<file path="config.mk">
export PLATFORM = sky130hd
export DESIGN_NAME = bcrr_tag_array
export DESIGN_NICKNAME = d
export VERILOG_FILES = /design/src/sv/bcrr_pkg.sv /design/src/sv/bcrr_tag_array.sv
export SDC_FILE = /design/constraint.sdc
export NUM_CORES = 1
export LEC_CHECK = 0
export ABC_AREA = 1
export BUFFER_PORTS_ARGS = -buffer_cell sky130_fd_sc_hd__clkbuf_2
export CORE_AREA = 2 2 141 143
export CTS_CLUSTER_DIAMETER = 40
export DETAILED_ROUTE_END_ITERATION = 8
export DIE_AREA = 0 0 143 145
export HOLD_SLACK_MARGIN = 0.1
export PLACE_DENSITY = 0.89
export SYNTH_ARGS = -nofsm -noshare
export SYNTH_HDL_FRONTEND = slang
export SYNTH_SLANG_ARGS = --single-unit
</file>
<file path="constraint.sdc">
create_clock -name i_clk -period 6.5 [get_ports i_clk]
set_clock_uncertainty 0.1 [all_clocks]
set_input_delay 0.975 -clock i_clk [delete_from_list [all_inputs] [get_ports i_clk]]
set_output_delay 0.975 -clock i_clk [all_outputs]
set_load 0.02 [all_outputs]
</file>
<file path="src/sv/bcrr_pkg.sv">
package bcrr_pkg;

    localparam int TAG_W       = 32;
    localparam int BYTE_IDX_W  = 10;
    localparam int DATA_W      = 8;
    localparam int OP_W        = 2;

    localparam int DEF_ENTRIES     = 8;
    localparam int DEF_BLOCK_BYTES = 1024;

    localparam logic [OP_W-1:0] OP_LOOKUP = 2'd0;
    localparam logic [OP_W-1:0] OP_STORE  = 2'd1;
    localparam logic [OP_W-1:0] OP_INVAL  = 2'd2;

    typedef struct packed {
        logic [OP_W-1:0]       op;
        logic [TAG_W-1:0]      block_num;
        logic [BYTE_IDX_W-1:0] byte_index;
        logic [DATA_W-1:0]     data_byte;
    } t_in_item;

    typedef struct packed {
        logic              hit;
        logic [DATA_W-1:0] data_out;
    } t_out_item;

endpackage

</file>
<file path="src/sv/bcrr_tag_array.sv">
module bcrr_tag_array #(
    parameter int ENTRIES = 8
) (
    input  logic                          i_clk,
    input  logic                          i_rst_n,
    input  logic                          i_fire,
    input  logic [bcrr_pkg::OP_W-1:0]     i_op,
    input  logic [bcrr_pkg::TAG_W-1:0]    i_tag,
    input  logic                          i_first,
    output logic                          o_hit,
    output logic [$clog2(ENTRIES)-1:0]    o_slot
);
    import bcrr_pkg::*;

    localparam int SLOT_W = $clog2(ENTRIES);

    logic [TAG_W-1:0]   r_tag [ENTRIES];
    logic [ENTRIES-1:0] r_valid;
    logic [SLOT_W-1:0]  r_victim;
    logic [SLOT_W-1:0]  r_fill;

    logic [ENTRIES-1:0] w_match;
    logic [SLOT_W-1:0]  w_match_slot;
    logic [SLOT_W-1:0]  w_store_slot;
    logic               w_alloc;

    always_comb begin
        w_match_slot = '0;
        for (int i = ENTRIES - 1; i >= 0; i--) begin
            w_match[i] = r_valid[i] && (r_tag[i] == i_tag);
            if (w_match[i]) begin
                w_match_slot = SLOT_W'(i);
            end
        end
    end

    assign o_hit        = |w_match;
    assign w_store_slot = o_hit ? w_match_slot : r_victim;
    assign w_alloc      = i_fire && (i_op == OP_STORE) && i_first;

    // Later bytes of a block follow the slot chosen by its first byte.
    always_comb begin
        if (i_op == OP_STORE) begin
            o_slot = i_first ? w_store_slot : r_fill;
        end else begin
            o_slot = w_match_slot;
        end
    end

    always_ff @(posedge i_clk) begin
        if (w_alloc) begin
            r_tag[w_store_slot] <= i_tag;
        end
    end

    always_ff @(posedge i_clk) begin
        if (!i_rst_n) begin
            r_valid  <= '0;
            r_victim <= '0;
            r_fill   <= '0;
        end else if (i_fire && (i_op == OP_INVAL)) begin
            r_valid  <= '0;
            r_victim <= '0;
        end else if (w_alloc) begin
            r_valid[w_store_slot] <= 1'b1;
            r_fill                <= w_store_slot;
            if (!o_hit) begin
                if (r_victim == SLOT_W'(ENTRIES - 1)) begin
                    r_victim <= '0;
                end else begin
                    r_victim <= r_victim + SLOT_W'(1);
                end
            end
        end
    end

endmodule

</file>
# After elaboration in Yosys (flattened, before gate mapping)

Memory sizes are Yosys's and may differ from the RTL's.
Cells that the tools add are included.

Equal/unequal tests: 11
Muxes and demuxes: 16
Reductions and logical operators: 16
$add $sub $neg: 1
Bitwise logic cells: 4
$lt $le $gt $ge: 2

Operators by type and width:

| operator            | number |
|---|---|
| $eq 32x32->1        | 8 |
| $mux 3              | 12 |
| $logic_and 1x1->1   | 12 |
| $or 8x8->8          | 1 |
| $reduce_or 8->1     | 1 |
| $lt 3x4->1 const B  | 1 |
| $reduce_and 2->1    | 2 |
| $add 3x1->3 const B | 1 |
| $demux 1 s3         | 1 |
| $eq 3x3->1 const B  | 1 |
| $ge 3x1->1 const B  | 1 |
| $mux 1              | 3 |
| $not 1->1           | 3 |
| $eq 2x1->1 const B  | 1 |
| $eq 2x2->1 const B  | 1 |
| $reduce_or 2->1     | 1 |

Bits in writable memories: 256
Register bits: 14
Output and inout bits: 4
Memories kept: 1
Logic and storage cells: 54
Bits of input ports: 38

Memory list:

| memory | words | bits a word | read ports | clocked after memory_dff | wr ports | line                 | source |
|---|---|---|---|---|---|---|---|
| r_tag  | 8     | 32          | 8          | 0                        | 1        | bcrr_tag_array.sv:17 | `logic [TAG_W-1:0] r_tag [ENTRIES];` |

# Depth between registers and ports, before layout

Gate-level depths: netlist of the first run.

Depth after elaboration: 16
Gate-level depth with buffers: 22
Gate-level depth less buffers: 21

# Worst setup path after synthesis of the first run

No wires, ideal clock.

Path type: input to output
Start point: input i_tag[17] (netlist bit)
End point: output o_slot[0]
Buffers on the path: 1
Slack: 2,782 ps
Arrival: 2,643 ps
Required time: 5,425 ps
Stages: 17
Cells stage by stage: buf_2 inv_2 o21ai_0 or2_0 nor2_1 nand2_1 nor2_1 nand3_1 nand2_2 nor2_8 nand2_2 nor2_4 inv_2 nand2_4 nand2_1 nand2_1 nand2_1

Elaborated cells on any way between the ends: 28
Those cells by class: 8 x eq/ne; 11 x mux; 9 x reduce/logical

RTL lines:

| what              | line                 | source |
|---|---|---|
| start, declared   | bcrr_tag_array.sv:8  | `input logic [bcrr_pkg::TAG_W-1:0] i_tag,` |
| $eq 32x32->1      | bcrr_tag_array.sv:30 | `w_match[i] = r_valid[i] && (r_tag[i] == i_tag);` |
| $logic_and 1x1->1 | bcrr_tag_array.sv:30 |  |
| $reduce_or 8->1 * | bcrr_tag_array.sv:37 | `assign o_hit = \|w_match;` |
| via o_hit         | bcrr_tag_array.sv:10 | `output logic o_hit,` |
| $mux 3 *          | bcrr_tag_array.sv:38 | `assign w_store_slot = o_hit ? w_match_slot : r_victim;` |
| $mux 3 *          | bcrr_tag_array.sv:44 | `o_slot = i_first ? w_store_slot : r_fill;` |
| $mux 3 *          | bcrr_tag_array.sv:43 | `if (i_op == OP_STORE) begin` |
| end, declared     | bcrr_tag_array.sv:11 | `output logic [$clog2(ENTRIES)-1:0] o_slot` |

Mark *: on every way through the listed nets, which the timed path passes. The rest lies on a longest branch.

# Final worst setup path of the first run

Start point: input i_tag[25] (netlist bit)
End point: output o_slot[0]

Cells in the longest elaborated chain, start to end: 13
Elaborated cells on any way between the ends: 28
Those cells by class: 8 x eq/ne; 11 x mux; 9 x reduce/logical

RTL lines:

| what                 | line                 | source |
|---|---|---|
| $eq 32x32->1         | bcrr_tag_array.sv:30 |  |
| $logic_and 1x1->1    | bcrr_tag_array.sv:30 |  |
| $mux 3 (8 in series) | bcrr_tag_array.sv:31 | `if (w_match[i]) begin` |
| $mux 3               | bcrr_tag_array.sv:38 |  |
| $mux 3               | bcrr_tag_array.sv:44 |  |
| $mux 3 *             | bcrr_tag_array.sv:43 |  |

Mark *: on every way between the ends. The rest lies on a longest branch, timed or not.

==> results of run 1 <==
power breakdown:
part	total [uW]	leakage [uW]	internal (uW)	switching (uW)
Clock	1850	0.000534	1100	743
Sequential	1910	0.00242	1910	3.08
Combinational	221	0.00260	55.6	165
Total	3980	0.00555	3070	912
layer usage:
metal | global-route usage | vias up | wire [microns]
li1 | - | 4185 | -
met1 | 0.448 | 4371 | 12300
met2 | 0.531 | 715 | 16200
met3 | 0.0792 | 129 | 4390
met4 | 0.188 | 0 | 2060
met5 | 0 | - | 0
path summary, 6_finish.rpt:
| kind | start | to | slack, ns | cells past startpoint |
|---|---|---|---|---|
| worst max-delay path | i_tag[25] | o_slot[0] | 1.76 | 18 |
| worst min-delay path | r_valid[3]$_SDFFE_PP0P_ | r_valid[3]$_SDFFE_PP0P_ | 0.38 | 2 |
| worst max register to register | r_tag[0][20]$_DFFE_PP_ | r_tag[6][9]$_DFFE_PP_ | 2.76 | 14 |
| worst min register to register | r_valid[3]$_SDFFE_PP0P_ | r_valid[3]$_SDFFE_PP0P_ | 0.38 | 2 |
cell usage in the layout, fill, tap and decap left out, types with 3 or more instances in the layout:
cell,count
nand2_1,343
edfxtp_1,256
inv_1,128
nor2_1,127
xnor2_1,57
clkbuf_2,41
o21ai_0,36
nand4_1,34
clkbuf_16,34
nand3_1,28
inv_2,27
o21ai_1,18
nand2_2,15
dfxtp_1,14
or2_1,13
o22ai_1,13
xor2_1,12
or2_0,11
a21oi_1,10
nand3_2,9
or2_2,8
buf_4,8
nor2_2,6
nand2_4,6
inv_6,6
clkbuf_1,6
nor2_4,5
a21oi_2,5
o221ai_1,4
clkinv_2,4
o211ai_1,3
nor3_1,3
bufinv_16,3
clkinvlp_4,3
flip-flops by register name, indices dropped and copies added (netlist names):
register and count:
r_tag 256, r_victim 3, r_valid 8, r_fill 3
cells by family (layout without fill, tap and decap cells):
logic type | after synthesis | count (layout) | share of synthesized area
AO/OA/AOI/OAI | 95 | 95 | 0.0433
flip-flops | 270 | 270 | 0.627
multiplexers | 1 | 1 | 0.000788
XOR/XNOR | 69 | 69 | 0.0475
buffers and inverters | 185 | 265 | 0.0647
AND/OR/NAND/NOR | 613 | 613 | 0.215
adder cells (fa/ha/maj) | 2 | 2 | 0.00197
worst min-delay path, stage by stage (launching register included):
cell     delay [ns]
dfxtp_1        0.29
inv_1          0.08
a21oi_2        0.06
per-stage QoR:
stage,utilization,total power [uW],std cells,setup slack (ns)
final,0.738,3980,1580,1.76
after global routing,0.738,4060,1580,1.64
after CTS,0.738,3980,1580,1.91
after detailed placement,0.681,2160,1519,1.66
after global placement,0.681,2160,1519,1.76
after floorplan,-,2070,1235,2.78
cell type report:
cell class                      instances  area (sq um)
Clock buffer                           40           873
Sequential cell                       270          7970
Inverter                              155           582
Timing Repair Buffer                   49           265
Tap cell                              265           332
Multi-Input combinational cell        780          3930
Clock inverter                         21           231
Fill cell                            1285          5030
==> flow_summary.toml, run 1 <==
[clock_network]
cts_buffers = 34
htree_levels = 2
clkTransAtPathRegs_ns = 0.05
ctsHoldBuffers = 0
ctsResizeCount = 0
cts_tree = "built"
clk_latency_ns = 0.53
cts_root_buf = "clkbuf_16"
post_cts_buffers = 0
cts_buffer_depth = 3
cts.sinks = 270

[place]
globalplace.congestion = 0.998
dp_hpwl_microns = 23600
placed_area_sq_um = 13100
port_buffers = 41

[global_routing]
grt_antenna_before_repair = 0
grt_pass1_vias = 9167
grt_max_degree = 33
track_usage = 0.342
grt_pass1_wl_microns = 52200
grt_overflow = 0

[logic_synthesis]
synthArstFlopShare = 0
synthCells = 1235
yosys_most_used_dff = "edfxtp_1"
yosysTopAreaCell = "edfxtp_1"
synth_cell_types = 42
synthDominantCellAreaShare = 0.605
synth_area_sq_um = 12700
ys_ff_latch = 270
yosysWarningCount = 0
avgSynthCellArea_sq_um = 10.3
synth_edf_count = 256
ys_seq_area_frac = 0.627
synth_nets = 1275
synth_area_leaders = "edfxtp_1, nand2_1, xnor2_1, inv_1, nor2_1"
ys_top_cells_by_count = "nand2_1, edfxtp_1, inv_1"
synthMostInstantiatedCell = "nand2_1"

[setup_path]
arrival_ns = 3.67
cp.required_ns = 5.42
end_kind = "primary output"
critical_path_class = "in -> out"
cp_common_cell = "nand2_1"
path_cells = "clkbuf_2 > inv_1 > nand2_1 > nand4_1 > nor2_1 > nand2_1 > nor2_1 > nand3_2 > nand2_2 > nor2_8 > nand2_2 > nor2_4 > inv_2 > nand2_4 > nand2_1 > nand2_1 > nand2_1 > clkbuf_2"
cp-start-kind = "input port"
slowest_stage = "clkbuf_2"
critPathMaxFanout = 19
cp_num_buf_inv = 4
slowest_delay_ns = 0.45
critPathTopFamily = "simple AND/OR/NAND/NOR gates"

[sta]
hold_violations = 0
setup_viol = 0
slew_headroom = 0.163
tightest_slew_ns = 1.25
min_period_ns = 4.74
drv_slew = 0
fmax_ghz = 0.211
finalHoldWorstSlack_ns = 0.378
rsz0062_at_grt = "false"
fin_crit_sh = 0.730
setup_tns_ns = 0

[die]
initial_core_util = 0.662
core_sq_um = 19200
num_io_pins = 42
die_w_microns = 143
row_count = 51
die_h_microns = 145
die_area_sq_um = 20700

[run]
drv_cap = 0

[drt]
drt-initial-drc-count = 1349
first_pass_iters = 6
via_count = 9400
drtAntennaViolNets = 0
viasPerCell = 5.95
drc = 0
wl_per_cell_microns = 22.1
wirelength_microns = 35000

[worst_hold_path]
min_path_type = "reg -> reg"

[pwr]
power_density_nw_per_um2 = 281
p_leak_uw = 0.00555
ir_drop_mv = 0.336

[finish]
drive_above_1_share = 0.142
fin_area_sq_um = 14200
final_nets = 1330
area_growth_pct = 11.5
n_antenna_cell = 0

[status]
status = "complete, no violations"
Power figures use the tool's default switching activity.
==> run 2, diff against run 1 <==
==> config.mk (replaced) <==
export PLATFORM = sky130hd
export DESIGN_NAME = bcrr_tag_array
export DESIGN_NICKNAME = d
export VERILOG_FILES = /design/src/sv/bcrr_pkg.sv /design/src/sv/bcrr_tag_array.sv
export SDC_FILE = /design/constraint.sdc
export NUM_CORES = 1
export LEC_CHECK = 0
export ABC_AREA = 0
export BUFFER_PORTS_ARGS = -buffer_cell sky130_fd_sc_hd__clkbuf_2
export CORE_AREA = 2 2 152 154
export CTS_CLUSTER_DIAMETER = 40
export DETAILED_ROUTE_END_ITERATION = 8
export DIE_AREA = 0 0 154 156
export HOLD_SLACK_MARGIN = 0.1
export PLACE_DENSITY = 0.8
export SYNTH_ARGS = -nofsm -noshare
export SYNTH_HDL_FRONTEND = slang
export SYNTH_SLANG_ARGS = --single-unit
==> constraint.sdc (replaced) <==
create_clock -name i_clk -period 4 [get_ports i_clk]
set_clock_uncertainty 0.1 [all_clocks]
set_input_delay 0.6 -clock i_clk [delete_from_list [all_inputs] [get_ports i_clk]]
set_output_delay 0.6 -clock i_clk [all_outputs]
set_load 0.02 [all_outputs]
==> flow_summary.toml, run 2 <==
[status]
status = "finished with violations"
violations = "negative setup slack"

[sta]
fin_ws_ns = -0.0163
fmax_ghz = 0.249
hold_violations = 0
min_period_ns = 4.02
setup_tns_ns = -0.0163
drv_slew = 0
fin_crit_sh = 1.00
setup_viol = 1
tightest_slew_ns = 0.745
slew_headroom = 0.499

[pwr]
power_density_nw_per_um2 = 453
ir_drop_mv = 0.456
p_leak_uw = 0.00508

[clock_network]
cts_buffers = 37
cts_root_buf = "clkbuf_16"
post_cts_buffers = 0
cts_buffer_depth = 3
cts_tree = "built"
htree_levels = 2
clk_latency_ns = 0.53
ctsHoldBuffers = 0
clkTransAtPathRegs_ns = 0.05
ctsResizeCount = 0
cts.sinks = 270

[place]
dp_hpwl_microns = 22100
port_buffers = 41
globalplace.congestion = 0.922
place_ws_ns = 0.00908

[logic_synthesis]
ys_top_cells_by_count = "edfxtp_1, xor2_1, nor4_1"
yosysWarningCount = 0
synth_nets = 890
synthArstFlopShare = 0
yosysTopAreaCell = "edfxtp_1"
synthMostInstantiatedCell = "edfxtp_1"
yosys_most_used_dff = "edfxtp_1"
synthCells = 850
synthDominantCellAreaShare = 0.622
synth_cell_types = 55
synth_edf_count = 256
ys_seq_area_frac = 0.645
synth_area_sq_um = 12400
ys_ff_latch = 270
synth_area_leaders = "edfxtp_1, xor2_1, nor4_1, xnor2_1, dfxtp_1"
avgSynthCellArea_sq_um = 14.5

[setup_path]
slowest_delay_ns = 0.44
path_cells = "clkbuf_2 > buf_4 > xor2_1 > nor4_1 > nand3_1 > or3_1 > o211ai_1 > a31o_2 > o21ai_2 > o31ai_1 > clkbuf_2"
critPathMaxFanout = 9
slowest_stage = "nor4_1"
critPathTopFamily = "simple AND/OR/NAND/NOR gates"
cp_num_buf_inv = 3
end_kind = "primary output"
cp.required_ns = 3.30
arrival_ns = 3.32
cp_common_cell = "clkbuf_2"
cp-start-kind = "input port"
critical_path_class = "in -> out"

[finish]
reg.largest.list = "r_tag (256), r_valid (8)"
regMostFlops = "r_tag"
drive_above_1_share = 0.217
final_common_cell = "edfxtp_1"
largest_register_ffs = 256
final_nets = 1025
area_growth_pct = 20.8
layout_common_cells = "edfxtp_1, xor2_1, nor4_1, buf_4, xnor2_1"
utilization = 0.667

[run]
drv_cap = 0

[die]
initial_core_util = 0.552
die_h_microns = 156
die_area_sq_um = 24000
core_sq_um = 22400
die_w_microns = 154
num_io_pins = 42
row_count = 55

[drt]
highest_layer = "met4"
wl_met2_microns = 15100
met3_length_microns = 2920
first_pass_iters = 5
met1_length_microns = 12900
drtAntennaViolNets = 0
wl_per_cell_microns = 25.0
wirelength_microns = 32500
viasPerCell = 6.11
drc = 0
drt-initial-drc-count = 816
via_count = 7928

[global_routing]
grt_pass1_wl_microns = 48200
track_usage = 0.273
grt_antenna_before_repair = 1
grt_pass1_vias = 7992
grt_max_degree = 33
grt_overflow = 0

[worst_hold_path]
min_path_type = "in -> reg"
## run 2: changes by cell type after synthesis, moves of 13 or more
cell / before / now
inv_1: 128 / 5
inv_2: 27 / 0
xor2_1: 12 / 203
nor4_1: 0 / 91
o21ai_0: 36 / 7
nand2_1: 343 / 33
o21ai_1: 18 / 0
nand2_2: 15 / 0
nor2_1: 127 / 15
or2_1: 13 / 0
## run 2: final timing paths
| path | depth (start not counted) | startpoint | end | slack [ns] |
|---|---|---|---|---|
| worst max-delay path | 11 | i_tag[15] | o_slot[0] | -0.02 |
| worst min register to register | 2 | r_fill[1]$_SDFFE_PN0P_ | r_fill[1]$_SDFFE_PN0P_ | 0.36 |
| worst max register to register | 10 | r_tag[5][8]$_DFFE_PP_ | r_tag[1][23]$_DFFE_PP_ | 0.47 |
| worst min-delay path | 1 | i_tag[31] | r_tag[4][31]$_DFFE_PP_ | 0.25 |
## run 2: report_power, final
part / total (uW) / internal (uW) / switching, uW
logic: 455 / 167 / 288
registers: 3100 / 3100 / 3.45
clock network: 3200 / 1930 / 1270
## run 2: per-layer routing
| metal | vias up | track usage |
|---|---|---|
| met5 | - | 0 |
| met4 | 0 | 0.131 |
| met3 | 93 | 0.0489 |
| met2 | 466 | 0.434 |
| met1 | 3869 | 0.367 |
| li1 | 3500 | - |
## run 2: stage by stage
| step | instance area, sq um | std cells | total power (uW) | hold slack, ns |
|---|---|---|---|---|
| after floorplan | 12400 | 850 | 3390 | 0.330 |
| after global placement | 13700 | 1231 | 3590 | 0.349 |
| after detailed placement | 13700 | 1231 | 3600 | 0.360 |
| after CTS | 14900 | 1296 | 6760 | 0.239 |
| after global routing | 14900 | 1296 | 6910 | 0.252 |
| final | 14900 | 1297 | 6760 | 0.250 |
## run 2: worst reg2reg max path: cells and delay by family (launching register included)
family,cells,cell delay [ns]
AND/OR/NAND/NOR,5,1.94
flip-flops,1,0.39
buffers and inverters,2,0.37
AO/OA/AOI/OAI,2,0.23
XOR/XNOR,1,0.18
## run 2: cell families (layout without fill, tap and decap cells)
logic type / count (synthesis) / in the layout / synth area share
AO/OA/AOI/OAI: 29 / 29 / 0.0194
flip-flops: 270 / 270 / 0.645
XOR/XNOR: 254 / 254 / 0.181
AND/OR/NAND/NOR: 251 / 251 / 0.126
other: 0 / 1 / 0
adder cells (fa/ha/maj): 2 / 2 / 0.00202
buffers and inverters: 40 / 201 / 0.0241
multiplexers: 4 / 4 / 0.00324
## run 2: area by class of cell
class	instances	area [sq um]
Clock buffer	41	983
Inverter	5	18.8
Tap cell	285	357
Antenna cell	1	2.50
Clock inverter	24	216
Fill cell	1502	7440
Multi-Input combinational cell	540	4160
Sequential cell	270	7970
Timing Repair Buffer	131	1220
